`src/design/ems_page_mapper_assert.svh`:
```
// ----------------------------------------------------------------------------
// ems_page_mapper_assert.svh
// Assertion macros used by the page mapper datapath.
// ----------------------------------------------------------------------------
`ifndef EMS_PAGE_MAPPER_ASSERT_SVH
`define EMS_PAGE_MAPPER_ASSERT_SVH

// Check a property on every rising edge outside reset.
`define EMSPM_ASSERT(name, clk, rstn, prop, msg) \
  name: assert property (@(posedge clk) disable iff (!rstn) prop) else $error(msg);

// Check a property on every rising edge, reset included.
`define EMSPM_ASSERT_ALWAYS(name, clk, prop, msg) \
  name: assert property (@(posedge clk) prop) else $error(msg);

`endif

```
`src/design/emspm_pkg.sv`:
```
// ----------------------------------------------------------------------------
// emspm_pkg
// Types and constants shared by the page mapper controller and datapath.
// ----------------------------------------------------------------------------
`timescale 1ns / 1ps
`default_nettype none

package emspm_pkg;

  localparam int REG_COUNT    = 256;
  localparam int PAGE_WINDOWS = 4;

  // Access kinds
  localparam logic [1:0] MODE_IO_RD = 2'd0;
  localparam logic [1:0] MODE_IO_WR = 2'd1;
  localparam logic [1:0] MODE_XLATE = 2'd2;

  // Decoded ports and chipset registers
  localparam logic [15:0] IDX_PORT    = 16'h0022;
  localparam logic [15:0] DATA_PORT   = 16'h0023;
  localparam logic [7:0]  REG_EMS_CFG = 8'h4C;
  localparam logic [7:0]  REG_CLOCK   = 8'h40;

  localparam logic [13:0] PORT_BASE_FIXED   = 14'h0208;
  // Frame base and RAM start counted in 16 KB units
  localparam logic [5:0]  FRAME_UNIT_RESET  = 6'h30;
  localparam logic [7:0]  EMS_RAM_UNIT      = 8'd40;
  localparam logic [6:0]  FRAME_UNITS       = 7'd4;
  localparam logic [7:0]  UNDECODED_DATA    = 8'hFF;

  // Configuration register indexes
  localparam logic CFG_PAGE_COUNT = 1'b0;

  typedef enum logic {
    ST_IDLE,
    ST_EXEC
  } state_e;

  typedef struct packed {
    logic capture;  // take the input item, start the register file read
    logic exec;     // update state and load the output register
  } ctrl_cmd_t;

  typedef struct packed {
    logic out_ready;  // output register free or being emptied
  } dp_status_t;

endpackage

`default_nettype wire

```
`src/design/emspm_ctrl.sv`:
```
// ----------------------------------------------------------------------------
// emspm_ctrl
// Sequencer: takes one item, then executes it once the output slot is free.
// ----------------------------------------------------------------------------
`timescale 1ns / 1ps
`default_nettype none

module emspm_ctrl (
  input  wire logic                   clk_i,
  input  wire logic                   rst_ni,
  input  wire logic                   s_valid_i,
  output logic                        s_ready_o,
  input  wire emspm_pkg::dp_status_t  status_i,
  output emspm_pkg::ctrl_cmd_t        cmd_o
);
  import emspm_pkg::*;

  state_e state_q, state_d;

  always_ff @(posedge clk_i or negedge rst_ni) begin
    if (!rst_ni) begin
      state_q <= ST_IDLE;
    end else begin
      state_q <= state_d;
    end
  end

  always_comb begin
    state_d = state_q;
    case (state_q)
      ST_IDLE: begin
        if (s_valid_i) state_d = ST_EXEC;
      end
      ST_EXEC: begin
        if (status_i.out_ready) state_d = ST_IDLE;
      end
      default: state_d = ST_IDLE;
    endcase
  end

  always_comb begin
    s_ready_o     = 1'b0;
    cmd_o.capture = 1'b0;
    cmd_o.exec    = 1'b0;
    case (state_q)
      ST_IDLE: begin
        s_ready_o     = 1'b1;
        cmd_o.capture = s_valid_i;
      end
      ST_EXEC: begin
        cmd_o.exec = status_i.out_ready;
      end
      default: begin
        s_ready_o = 1'b0;
      end
    endcase
  end

endmodule

`default_nettype wire

```
`src/design/emspm_dp.sv`:
```
// ----------------------------------------------------------------------------
// emspm_dp
// Datapath: item register, chipset register file, page registers, decode,
// address translation and the output register.
// ----------------------------------------------------------------------------
`timescale 1ns / 1ps
`default_nettype none

`include "ems_page_mapper_assert.svh"

module emspm_dp (
  input  wire logic                  clk_i,
  input  wire logic                  rst_ni,
  input  wire emspm_pkg::ctrl_cmd_t  cmd_i,
  output emspm_pkg::dp_status_t      status_o,
  input  wire logic [1:0]            mode_i,
  input  wire logic [19:0]           access_addr_i,
  input  wire logic [7:0]            write_data_i,
  input  wire logic [7:0]            page_count_i,
  output logic                       out_valid_o,
  input  wire logic                  out_ready_i,
  output logic [7:0]                 read_data_o,
  output logic                       port_hit_o,
  output logic                       frame_hit_o,
  output logic [21:0]                phys_addr_o,
  output logic                       turbo_o
);
  import emspm_pkg::*;

  // Held item
  logic [1:0]  mode_q;
  logic [19:0] addr_q;
  logic [7:0]  wdata_q;

  // Architectural state
  logic [7:0]  index_q, index_d;
  logic [7:0]  pages_q [PAGE_WINDOWS];
  logic [3:0]  port_sel_q;
  logic [3:0]  frame_sel_q;
  logic        turbo_q, turbo_d;

  // Register file and its written marks
  logic [7:0]           mem [REG_COUNT];
  logic [REG_COUNT-1:0] written_q;
  logic [7:0]           mem_rd_q;
  logic                 written_rd_q;

  // Output register
  logic        out_valid_q;
  logic [7:0]  rdata_q, rdata_d;
  logic        phit_q, phit_d;
  logic        fhit_q, fhit_d;
  logic [21:0] phys_q, phys_d;
  logic        turbo_out_q;

  // Decode
  logic [15:0] port;
  logic        is_idx, is_data, ems_hit;
  logic [1:0]  win;
  logic [5:0]  unit, frame_unit;
  logic [6:0]  frame_end;
  logic        in_frame;
  logic [1:0]  pg;
  logic [7:0]  page;
  logic        page_en;
  logic [7:0]  mem_rd;

  logic        wr_cmd, idx_we, reg_we, cfg_we, clk_we, page_we;

  assign status_o.out_ready = !out_valid_q || out_ready_i;

  always_ff @(posedge clk_i) begin
    if (cmd_i.capture) begin
      mode_q  <= mode_i;
      addr_q  <= access_addr_i;
      wdata_q <= write_data_i;
    end
  end

  assign port    = addr_q[15:0];
  assign is_idx  = (port == IDX_PORT);
  assign is_data = (port == DATA_PORT);
  assign ems_hit = (port[13:0] == (PORT_BASE_FIXED | {6'b0, port_sel_q, 4'b0}));
  // Address bits 14 and 15 swapped give the window
  assign win     = {port[14], port[15]};

  assign unit       = addr_q[19:14];
  assign frame_unit = FRAME_UNIT_RESET + {2'b0, frame_sel_q};
  assign frame_end  = {1'b0, frame_unit} + FRAME_UNITS;
  assign in_frame   = (unit >= frame_unit) && ({1'b0, unit} < frame_end);
  assign pg         = 2'(unit - frame_unit);
  assign page       = pages_q[pg];
  assign page_en    = page[7] && ({1'b0, page[6:0]} < page_count_i);

  assign mem_rd = written_rd_q ? mem_rd_q : 8'h00;

  assign wr_cmd  = cmd_i.exec && (mode_q == MODE_IO_WR);
  assign idx_we  = wr_cmd && is_idx;
  assign reg_we  = wr_cmd && is_data;
  assign cfg_we  = reg_we && (index_q == REG_EMS_CFG);
  assign clk_we  = reg_we && (index_q == REG_CLOCK);
  assign page_we = wr_cmd && !is_idx && !is_data && ems_hit;

  assign index_d = idx_we ? wdata_q : index_q;
  assign turbo_d = clk_we ? wdata_q[7] : turbo_q;

  // Read at the held index while the item is taken; written at execute
  always_ff @(posedge clk_i) begin
    if (cmd_i.capture) begin
      mem_rd_q     <= mem[index_q];
      written_rd_q <= written_q[index_q];
    end
    if (reg_we) begin
      mem[index_q] <= wdata_q;
    end
  end

  always_ff @(posedge clk_i or negedge rst_ni) begin
    if (!rst_ni) begin
      written_q <= '0;
    end else if (reg_we) begin
      written_q[index_q] <= 1'b1;
    end
  end

  always_ff @(posedge clk_i or negedge rst_ni) begin
    if (!rst_ni) begin
      index_q     <= '0;
      port_sel_q  <= '0;
      frame_sel_q <= '0;
      turbo_q     <= 1'b0;
      for (int i = 0; i < PAGE_WINDOWS; i++) pages_q[i] <= '0;
    end else begin
      index_q <= index_d;
      turbo_q <= turbo_d;
      if (cfg_we) begin
        port_sel_q  <= wdata_q[7:4];
        frame_sel_q <= wdata_q[3:0];
        for (int i = 0; i < PAGE_WINDOWS; i++) pages_q[i] <= '0;
      end else if (page_we) begin
        pages_q[win] <= wdata_q;
      end
    end
  end

  always_comb begin
    rdata_d = 8'h00;
    phit_d  = 1'b0;
    fhit_d  = 1'b0;
    phys_d  = '0;
    case (mode_q)
      MODE_IO_RD: begin
        if (is_idx) begin
          rdata_d = index_q;
          phit_d  = 1'b1;
        end else if (is_data) begin
          rdata_d = mem_rd;
          phit_d  = 1'b1;
        end else if (ems_hit) begin
          rdata_d = pages_q[win];
          phit_d  = 1'b1;
        end else begin
          rdata_d = UNDECODED_DATA;
        end
      end
      MODE_IO_WR: begin
        phit_d = is_idx || is_data || ems_hit;
      end
      MODE_XLATE: begin
        if (in_frame && page_en) begin
          fhit_d = 1'b1;
          phys_d = {8'(EMS_RAM_UNIT + {1'b0, page[6:0]}), addr_q[13:0]};
        end
      end
      default: begin
        rdata_d = 8'h00;
      end
    endcase
  end

  always_ff @(posedge clk_i) begin
    if (cmd_i.exec) begin
      rdata_q     <= rdata_d;
      phit_q      <= phit_d;
      fhit_q      <= fhit_d;
      phys_q      <= phys_d;
      turbo_out_q <= turbo_d;
    end
  end

  always_ff @(posedge clk_i or negedge rst_ni) begin
    if (!rst_ni) begin
      out_valid_q <= 1'b0;
    end else if (cmd_i.exec) begin
      out_valid_q <= 1'b1;
    end else if (out_ready_i) begin
      out_valid_q <= 1'b0;
    end
  end

  assign out_valid_o = out_valid_q;
  assign read_data_o = rdata_q;
  assign port_hit_o  = phit_q;
  assign frame_hit_o = fhit_q;
  assign phys_addr_o = phys_q;
  assign turbo_o     = turbo_out_q;

  `EMSPM_ASSERT(a_hits_exclusive, clk_i, rst_ni, out_valid_q |-> !(phit_q && fhit_q), "port and frame hit together")
  `EMSPM_ASSERT(a_phys_only_on_hit, clk_i, rst_ni, (out_valid_q && !fhit_q) |-> (phys_q == 22'd0), "address without frame hit")
  `EMSPM_ASSERT(a_cfg_clears_pages, clk_i, rst_ni, cfg_we |=> (pages_q[0] == 8'h00 && pages_q[1] == 8'h00 && pages_q[2] == 8'h00 && pages_q[3] == 8'h00), "pages not cleared")
  `EMSPM_ASSERT(a_exec_needs_slot, clk_i, rst_ni, cmd_i.exec |-> (!out_valid_q || out_ready_i), "output overwritten")

endmodule

`default_nettype wire

```
`src/design/ems_page_mapper.sv`:
```
// ----------------------------------------------------------------------------
// ems_page_mapper
// Chipset register file with an EMS page mapper: I/O decode of the index,
// data and page ports, and translation of frame addresses to RAM addresses.
// ----------------------------------------------------------------------------
//  channel  dir  handshake                    payload
//  s_axis   in   s_axis_tvalid/s_axis_tready  mode, access_addr, write_data
//  m_axis   out  m_axis_tvalid/m_axis_tready  read_data, port_hit, frame_hit,
//                                             phys_addr, turbo
//  apb      in   psel/penable/pwrite/pready   ems_page_count at byte 0
//
//  Each item is first taken, with the register file read at the current
//  index, then executed: state is updated and the output register loaded.
//  The output register lets the next item be taken while a result waits.
//  A stalled output holds the block in execute until the result is taken.
//  Reset is asynchronous, active low; the register file reads as zero until
//  an entry is written, so no clearing pass is needed.
// ----------------------------------------------------------------------------
`timescale 1ns / 1ps
`default_nettype none

module ems_page_mapper (
  input  wire logic        clk_i,
  input  wire logic        rst_ni,
  // s_axis_tdata: mode[1:0], access_addr[21:2], write_data[29:22], zero pad
  input  wire logic        s_axis_tvalid,
  output logic             s_axis_tready,
  input  wire logic [31:0] s_axis_tdata,
  // m_axis_tdata: read_data[7:0], port_hit[8], frame_hit[9],
  //               phys_addr[31:10], turbo[32], zero pad
  output logic             m_axis_tvalid,
  input  wire logic        m_axis_tready,
  output logic [39:0]      m_axis_tdata,
  // Configuration
  input  wire logic        psel,
  input  wire logic        penable,
  input  wire logic        pwrite,
  input  wire logic [2:0]  paddr,
  input  wire logic [31:0] pwdata,
  output logic [31:0]      prdata,
  output logic             pready
);
  import emspm_pkg::*;

  ctrl_cmd_t  cmd;
  dp_status_t status;

  logic [7:0]  page_count_q;
  logic        cfg_wr;

  logic [7:0]  read_data;
  logic        port_hit, frame_hit, turbo;
  logic [21:0] phys_addr;

  assign pready = 1'b1;
  assign cfg_wr = psel && penable && pwrite && pready && (paddr[2] == CFG_PAGE_COUNT);

  always_ff @(posedge clk_i or negedge rst_ni) begin
    if (!rst_ni) begin
      page_count_q <= '0;
    end else if (cfg_wr) begin
      page_count_q <= pwdata[7:0];
    end
  end

  assign prdata = (paddr[2] == CFG_PAGE_COUNT) ? {24'b0, page_count_q} : 32'b0;

  emspm_ctrl u_ctrl (
    .clk_i     (clk_i),
    .rst_ni    (rst_ni),
    .s_valid_i (s_axis_tvalid),
    .s_ready_o (s_axis_tready),
    .status_i  (status),
    .cmd_o     (cmd)
  );

  emspm_dp u_dp (
    .clk_i         (clk_i),
    .rst_ni        (rst_ni),
    .cmd_i         (cmd),
    .status_o      (status),
    .mode_i        (s_axis_tdata[1:0]),
    .access_addr_i (s_axis_tdata[21:2]),
    .write_data_i  (s_axis_tdata[29:22]),
    .page_count_i  (page_count_q),
    .out_valid_o   (m_axis_tvalid),
    .out_ready_i   (m_axis_tready),
    .read_data_o   (read_data),
    .port_hit_o    (port_hit),
    .frame_hit_o   (frame_hit),
    .phys_addr_o   (phys_addr),
    .turbo_o       (turbo)
  );

  assign m_axis_tdata = {7'b0, turbo, phys_addr, frame_hit, port_hit, read_data};

endmodule

`default_nettype wire

```
`config.mk`:
```
export PLATFORM = sky130hd
export DESIGN_NAME = ems_page_mapper
export DESIGN_NICKNAME = d
export VERILOG_FILES = /design/src/design/emspm_pkg.sv /design/src/design/emspm_ctrl.sv /design/src/design/emspm_dp.sv /design/src/design/ems_page_mapper.sv
export VERILOG_INCLUDE_DIRS = /design/src /design/src/design
export SDC_FILE = /design/constraint.sdc
export NUM_CORES = 2
export LEC_CHECK = 0
export ABC_AREA = 1
export BUFFER_PORTS_ARGS = -buffer_cell sky130_fd_sc_hd__buf_2
export CORE_MARGIN = 2
export CORE_UTILIZATION = 50
export DETAILED_ROUTE_END_ITERATION = 8
export HOLD_SLACK_MARGIN = 0.06
export PLACE_DENSITY_LB_ADDON = 0.15
export SYNTH_ARGS = -nofsm -noshare
export SYNTH_HDL_FRONTEND = slang
export SYNTH_SLANG_ARGS = --single-unit
```
`constraint.sdc`:
```
create_clock -name clk_i -period 7.11 [get_ports clk_i]
set_input_delay 1.7775 -clock clk_i [delete_from_list [all_inputs] [get_ports clk_i]]
set_output_delay 1.7775 -clock clk_i [all_outputs]
set_load 0.005 [all_outputs]
```
=== Yosys cells after proc, flatten, opt, wreduce, memory -nomap -nowiden ===
Memory sizes are Yosys's and may differ from the RTL's. A register that Yosys moved wholly into a read port is not among the register bits.
Index checks and enable logic that the tools add are counted.

* Word-level logic and storage cells: 108
* Output and inout port bits: 75
* Memories kept: 1
* Flip-flop bits (word level): 379
* Memory bits (writable): 2048

{| class="wikitable"
|+ Memory list
! name !! depth !! bits a word !! rd ports !! clocked after memory_dff !! wr ports !! line !! source
|-
| u_dp.mem || 256 || 8 || 1 || 1 || 1 || emspm_dp.sv:43 || <nowiki>logic [7:0] mem [REG_COUNT];</nowiki>
|}

* Reduce and logical (&&, ||, !) cells: 26
* Equality and inequality tests: 7
* Mux-type cells: 36
* $lt $le $gt $ge: 8
* Bitwise operators: 5
* $add $sub $neg: 4

{| class="wikitable"
|+ Operators by type and width
! kind !! count
|-
| 256-bit OR || 1
|-
| 8-bit 2-to-1 mux || 10
|-
| 32-bit 2-to-1 mux || 2
|-
| 8-bit binary-select mux with 2-bit select || 2
|-
| 32-bit bitwise mux || 1
|-
| 16-bit by 6-bit == test with 1-bit output (second input constant) || 2
|-
| 8-bit demux with 2-bit select || 1
|-
| 8-bit by 7-bit == test with 1-bit output (second input constant) || 2
|-
| 1-bit logical AND || 16
|-
| 1-bit 2-to-1 mux || 16
|-
| 14-bit by 10-bit == test with 1-bit output || 1
|-
| 8-bit by 9-bit less-than comparator with 1-bit output (second input constant) || 1
|-
| 6-bit by 7-bit adder with 8-bit output (first input constant) || 1
|-
| 1-bit binary-select mux with 8-bit select || 1
|-
| 1-bit demux with 8-bit select || 1
|-
| 8-bit by 1-bit greater-or-equal comparator with 1-bit output (second input constant) || 1
|-
| 7-bit by 8-bit less-than comparator with 1-bit output || 1
|-
| 6-bit by 3-bit adder with 7-bit output (second input constant) || 1
|-
| 6-bit by 7-bit less-than comparator with 1-bit output || 1
|-
| 5-bit by 5-bit adder with 6-bit output (first input constant) || 1
|-
| 3-bit greater-or-equal comparator (second input constant) || 2
|-
| 6-bit greater-or-equal comparator || 1
|-
| 2-bit NOT with 3-bit output || 2
|-
| 1-bit one-hot mux with 2 select lines || 2
|-
| other kinds (10) || 16
|}

=== Logic depth before layout (Yosys ltp) ===
* Word-level depth: 10
* Mapped depth: 18
* Mapped depth without buffers: 16

=== Hierarchy ===
A second synthesis with hierarchy kept.

* Cells, all modules: 9628
* Area total of the unflattened synthesis: 101117.0 µm²

{| class="wikitable"
|+ By module, submodules not included
! module !! cells an instance !! times used !! seq. area each (µm²) !! area an instance (µm²)
|-
| emspm_dp || 9528 || 1 || 71318.4 || 100372.5
|-
| ems_page_mapper || 91 || 1 || 200.2 || 684.4
|-
| emspm_ctrl || 9 || 1 || 25.0 || 60.1
|}

=== Worst setup path before layout ===
OpenSTA, ideal clock, no wires.

* Kind: reg2reg
* From: register u_dp.wdata_q[0]
* To: memory u_dp.mem[0][0], data pin
* Cell stages (with the launch flop): 1
* Setup slack: 2976 ps
* Setup time: 833 ps
* Buffers on the path: 0
* Arrival: 3302 ps
* Data required time: 6277 ps
* Path through: edfxtp_1

{| class="wikitable"
|+ RTL lines
! element !! line !! source
|-
| from (decl) || emspm_dp.sv:33 || <nowiki>logic [7:0] wdata_q;</nowiki>
|-
| from (signal assigned) || emspm_dp.sv:76 || <nowiki>wdata_q <= write_data_i;</nowiki>
|-
| to (decl) || emspm_dp.sv:43 ||
|}

Straight into the memory's write port.

==> reports/qor.csv <==
metric;value;unit
yosys_warnings;0;
fmax;195.0;MHz
peakVddDrop;0.2851;mV
cts_made_buffers;240;
drtIter0Drc;7398;
htreeDepth;4;
die_area;206800;µm²
ctsResizeCount;0;
wire_per_inst;22.10;µm
outcome;finished, final reports clean;
fp.coreArea;202100;µm²
r2r_slack;1.98;ns
ys.flop_type;edfxtp_1;
hpwlAfterDp;149800;µm
hold_depth;2;
finish.instance_area;112100;µm²
synth_edf_count;2120;
postCtsSetupBuffers;0;
post-route-util;55.45;%
grt_max_degree;189;
tns;0;ns
setup.worst_path.end_class;flop;
p_per_area;267.3;nW/µm²
cp_top_family;simple AND/OR/NAND/NOR gates;
critPathMostFrequentCell;nand2_1;
period_minus_slack;5.128;ns
worstPathRequired;7.68;ns
grt_pass1_wl;411300;µm
placed_cell_area;104200;µm²
power.leakage;44.32;nW
die_h;454.8;µm
timing.critical_path.buf_inv;3;
overflow;0;
worst_pin_slew;1.246;ns
crit_fanout;149;
drtPass1Iterations;6;
cts.sinks;2435;
finalSetupViolations;0;
fin_hold_ws;0.4530;ns
netlist_area;101600;µm²
drive_gt1_share;6.130;%
drc_errors;0;
cts_tree;done;
synth_seq_cells;2435;
startpoint_type;flop;
routed_wl;274700;µm
initial_core_util;50.26;%
layout_commonest_cell;nand2_1;
track_usage;26.42;%
worst-r2r-cell-count;13;
ys_seq_area_share;70.43;%
clk_latency;0.89;ns
cp.arrival;5.70;ns
synth-async-reset-ratio;12.94;%
cts_hold_buf;0;
slew_violations;0;
max_stage_delay;1.09;ns
drtAntennaViolNets;0;
hp-class;flop to flop;
cts.path.max_buffers;3;
num_rows;165;
final_cell_mix;nand2_1 (4736), edfxtp_1 (2120), nand3_1 (521);
ios;149;
min_from;u_dp.written_q[186]$_DFFE_PN0P_;
avgViaCountPerCell;5.497;
rsz0062_at_grt;false;
r2r_start;u_dp.index_q[1]$_DFFE_PN0P_;
hold_violations;0;
portBuffers;88;
crit_type;flop to flop;
syn_avg_cell_area;10.49;µm²
nNetsFinal;9642;
synth.distinct_cells;34;
crit_chain;inv_8 -> buf_4 -> buf_12 -> nand3_1 -> nand4_1 -> nand2_1 -> nand2_1 -> o21ai_0 -> nand2_1 -> nor2_1 -> nor2_1 -> nor2_1 -> nand2_1;
r2r-end;u_dp.mem_rd_q[7]$_DFFE_PP_;
drv_cap;0;
hold-path-endpoint;u_dp.written_q[186]$_DFFE_PN0P_;
vias;68327;
antenna_found_initial;4;
netlist_instances;9683;
area_delta_synth_final;10.32;%
grt_pass1_vias;65524;
maxSlewHeadroom;16.74;%
slowest_stage;dfrtp_4;
clock-skew-final;0.02424;ns
path_clk_slew;0.06;ns
gp_congestion;0.9153;
cts-root-buf;clkbuf_16;
fin_crit_sh;72.13;%
die-width;454.8;µm
==> worst register-to-register path, cell delays in order, from the launching register on <==
cell     delay [ns]
dfrtp_4        1.09
inv_8          0.52
buf_4          0.48
buf_12         0.43
nand3_1        0.32
nand4_1        0.14
nand2_1        0.09
nand2_1        0.06
o21ai_0        0.44
nand2_1        0.24
nor2_1         0.26
nor2_1         0.07
nor2_1         0.52
nand2_1        0.21
==> area by class of cell <==
cell class	instances	area (µm²)
Sequential cell	2435	71550
Tap cell	2672	3343
Clock buffer	287	6276
Antenna cell	2	5.005
Inverter	161	629.4
Fill cell	17207	90040
Timing Repair Buffer	199	1584
Multi-Input combinational cell	6515	27130
Clock inverter	158	1549
==> metal layers <==
layer / GRT usage, % / part of all wire [%] / routed length [µm]
met5: 0 / 0.0044 / 12
met2: 41.82 / 47 / 127800
met4: 9.049 / 3.3 / 9126
met1: 37.57 / 43 / 117600
met3: 3.988 / 7.4 / 20200
==> synth_stat cells (2+ instances only) <==
library cell | number | area [µm²]
a21oi_1 | 32 | 160.2
a22o_1 | 3 | 26.28
a22oi_1 | 6 | 45.04
a32oi_1 | 2 | 17.52
buf_1 | 62 | 232.7
buf_2 | 125 | 625.6
buf_4 | 35 | 262.8
clkbuf_1 | 380 | 1426
clkinv_1 | 7 | 26.28
conb_1 | 2 | 7.510
dfrtp_1 | 315 | 7883
edfxtp_1 | 2120 | 63660
ha_1 | 15 | 187.7
inv_1 | 152 | 570.6
inv_2 | 2 | 7.510
nand2_1 | 4752 | 17840
nand2_2 | 2 | 12.51
nand3_1 | 521 | 2608
nand3_2 | 4 | 40.04
nand4_1 | 169 | 1057
nor2_1 | 434 | 1629
nor2_2 | 5 | 31.28
nor3_1 | 4 | 20.02
nor4_1 | 2 | 12.51
o21ai_0 | 323 | 1617
o21bai_1 | 189 | 1419
o22ai_1 | 5 | 31.28
or2_2 | 9 | 56.30
==> report_power, final <==
part | internal (W) | total, W | switching [W]
Clock | 0.00727 | 0.0127 | 0.00541
Combinational | 0.000158 | 0.00113 | 0.000972
Sequential | 0.0161 | 0.0161 | 0.0000470
Total | 0.0235 | 0.0300 | 0.00643
==> flip-flops by register name, indices dropped and copies added, names as in the netlist, 2 cells and up <==
| name | count |
|---|---|
| page_count_q | 8 |
| u_dp.addr_q | 20 |
| u_dp.frame_sel_q | 4 |
| u_dp.index_q | 8 |
| u_dp.mem | 2048 |
| u_dp.mem_rd_q | 8 |
| u_dp.mode_q | 2 |
| u_dp.pages_q | 32 |
| u_dp.phys_addr_o | 22 |
| u_dp.port_sel_q | 4 |
| u_dp.read_data_o | 8 |
| u_dp.wdata_q | 8 |
| u_dp.written_q | 256 |
==> through the flow <==
stage	power [W]	instances	setup WS, ns
2_1_floorplan	0.01703	9713	2.976
3_3_place_gp	0.01756	11982	1.920
3_5_place_dp	0.01759	11982	1.890
4_1_cts	0.03014	12427	2.175
5_1_grt	0.03076	12429	1.929
6_report	0.02996	12429	1.982
==> worst max-delay path by stage <==
| stage | startpoint | endpoint | cells after the start |
|---|---|---|---|
| after floorplan | u_dp.wdata_q[0]$_DFFE_PP_ | u_dp.mem[0][0]$_DFFE_PP_ | 0 |
| after global placement | m_axis_tready | u_dp.mem[75][0]$_DFFE_PP_ | 11 |
| after detailed placement | m_axis_tready | u_dp.mem[75][7]$_DFFE_PP_ | 11 |
| after CTS | u_dp.index_q[1]$_DFFE_PN0P_ | u_dp.mem_rd_q[3]$_DFFE_PP_ | 13 |
| after global routing | u_dp.index_q[1]$_DFFE_PN0P_ | u_dp.mem_rd_q[6]$_DFFE_PP_ | 13 |
| final | u_dp.index_q[1]$_DFFE_PN0P_ | u_dp.mem_rd_q[7]$_DFFE_PP_ | 13 |
==> cells by family after synthesis <==
| group | Yosys count | share of synthesized area [%] |
|---|---|---|
| flip-flops | 2435 | 70.43 |
| other | 2 | 0.007393 |
| AND/OR/NAND/NOR | 5905 | 22.98 |
| AO/OA/AOI/OAI | 562 | 3.282 |
| adder cells (fa/ha/maj) | 16 | 0.2045 |
| buffers and inverters | 763 | 3.103 |
Note: power is estimated with default switching activity, not from simulation.
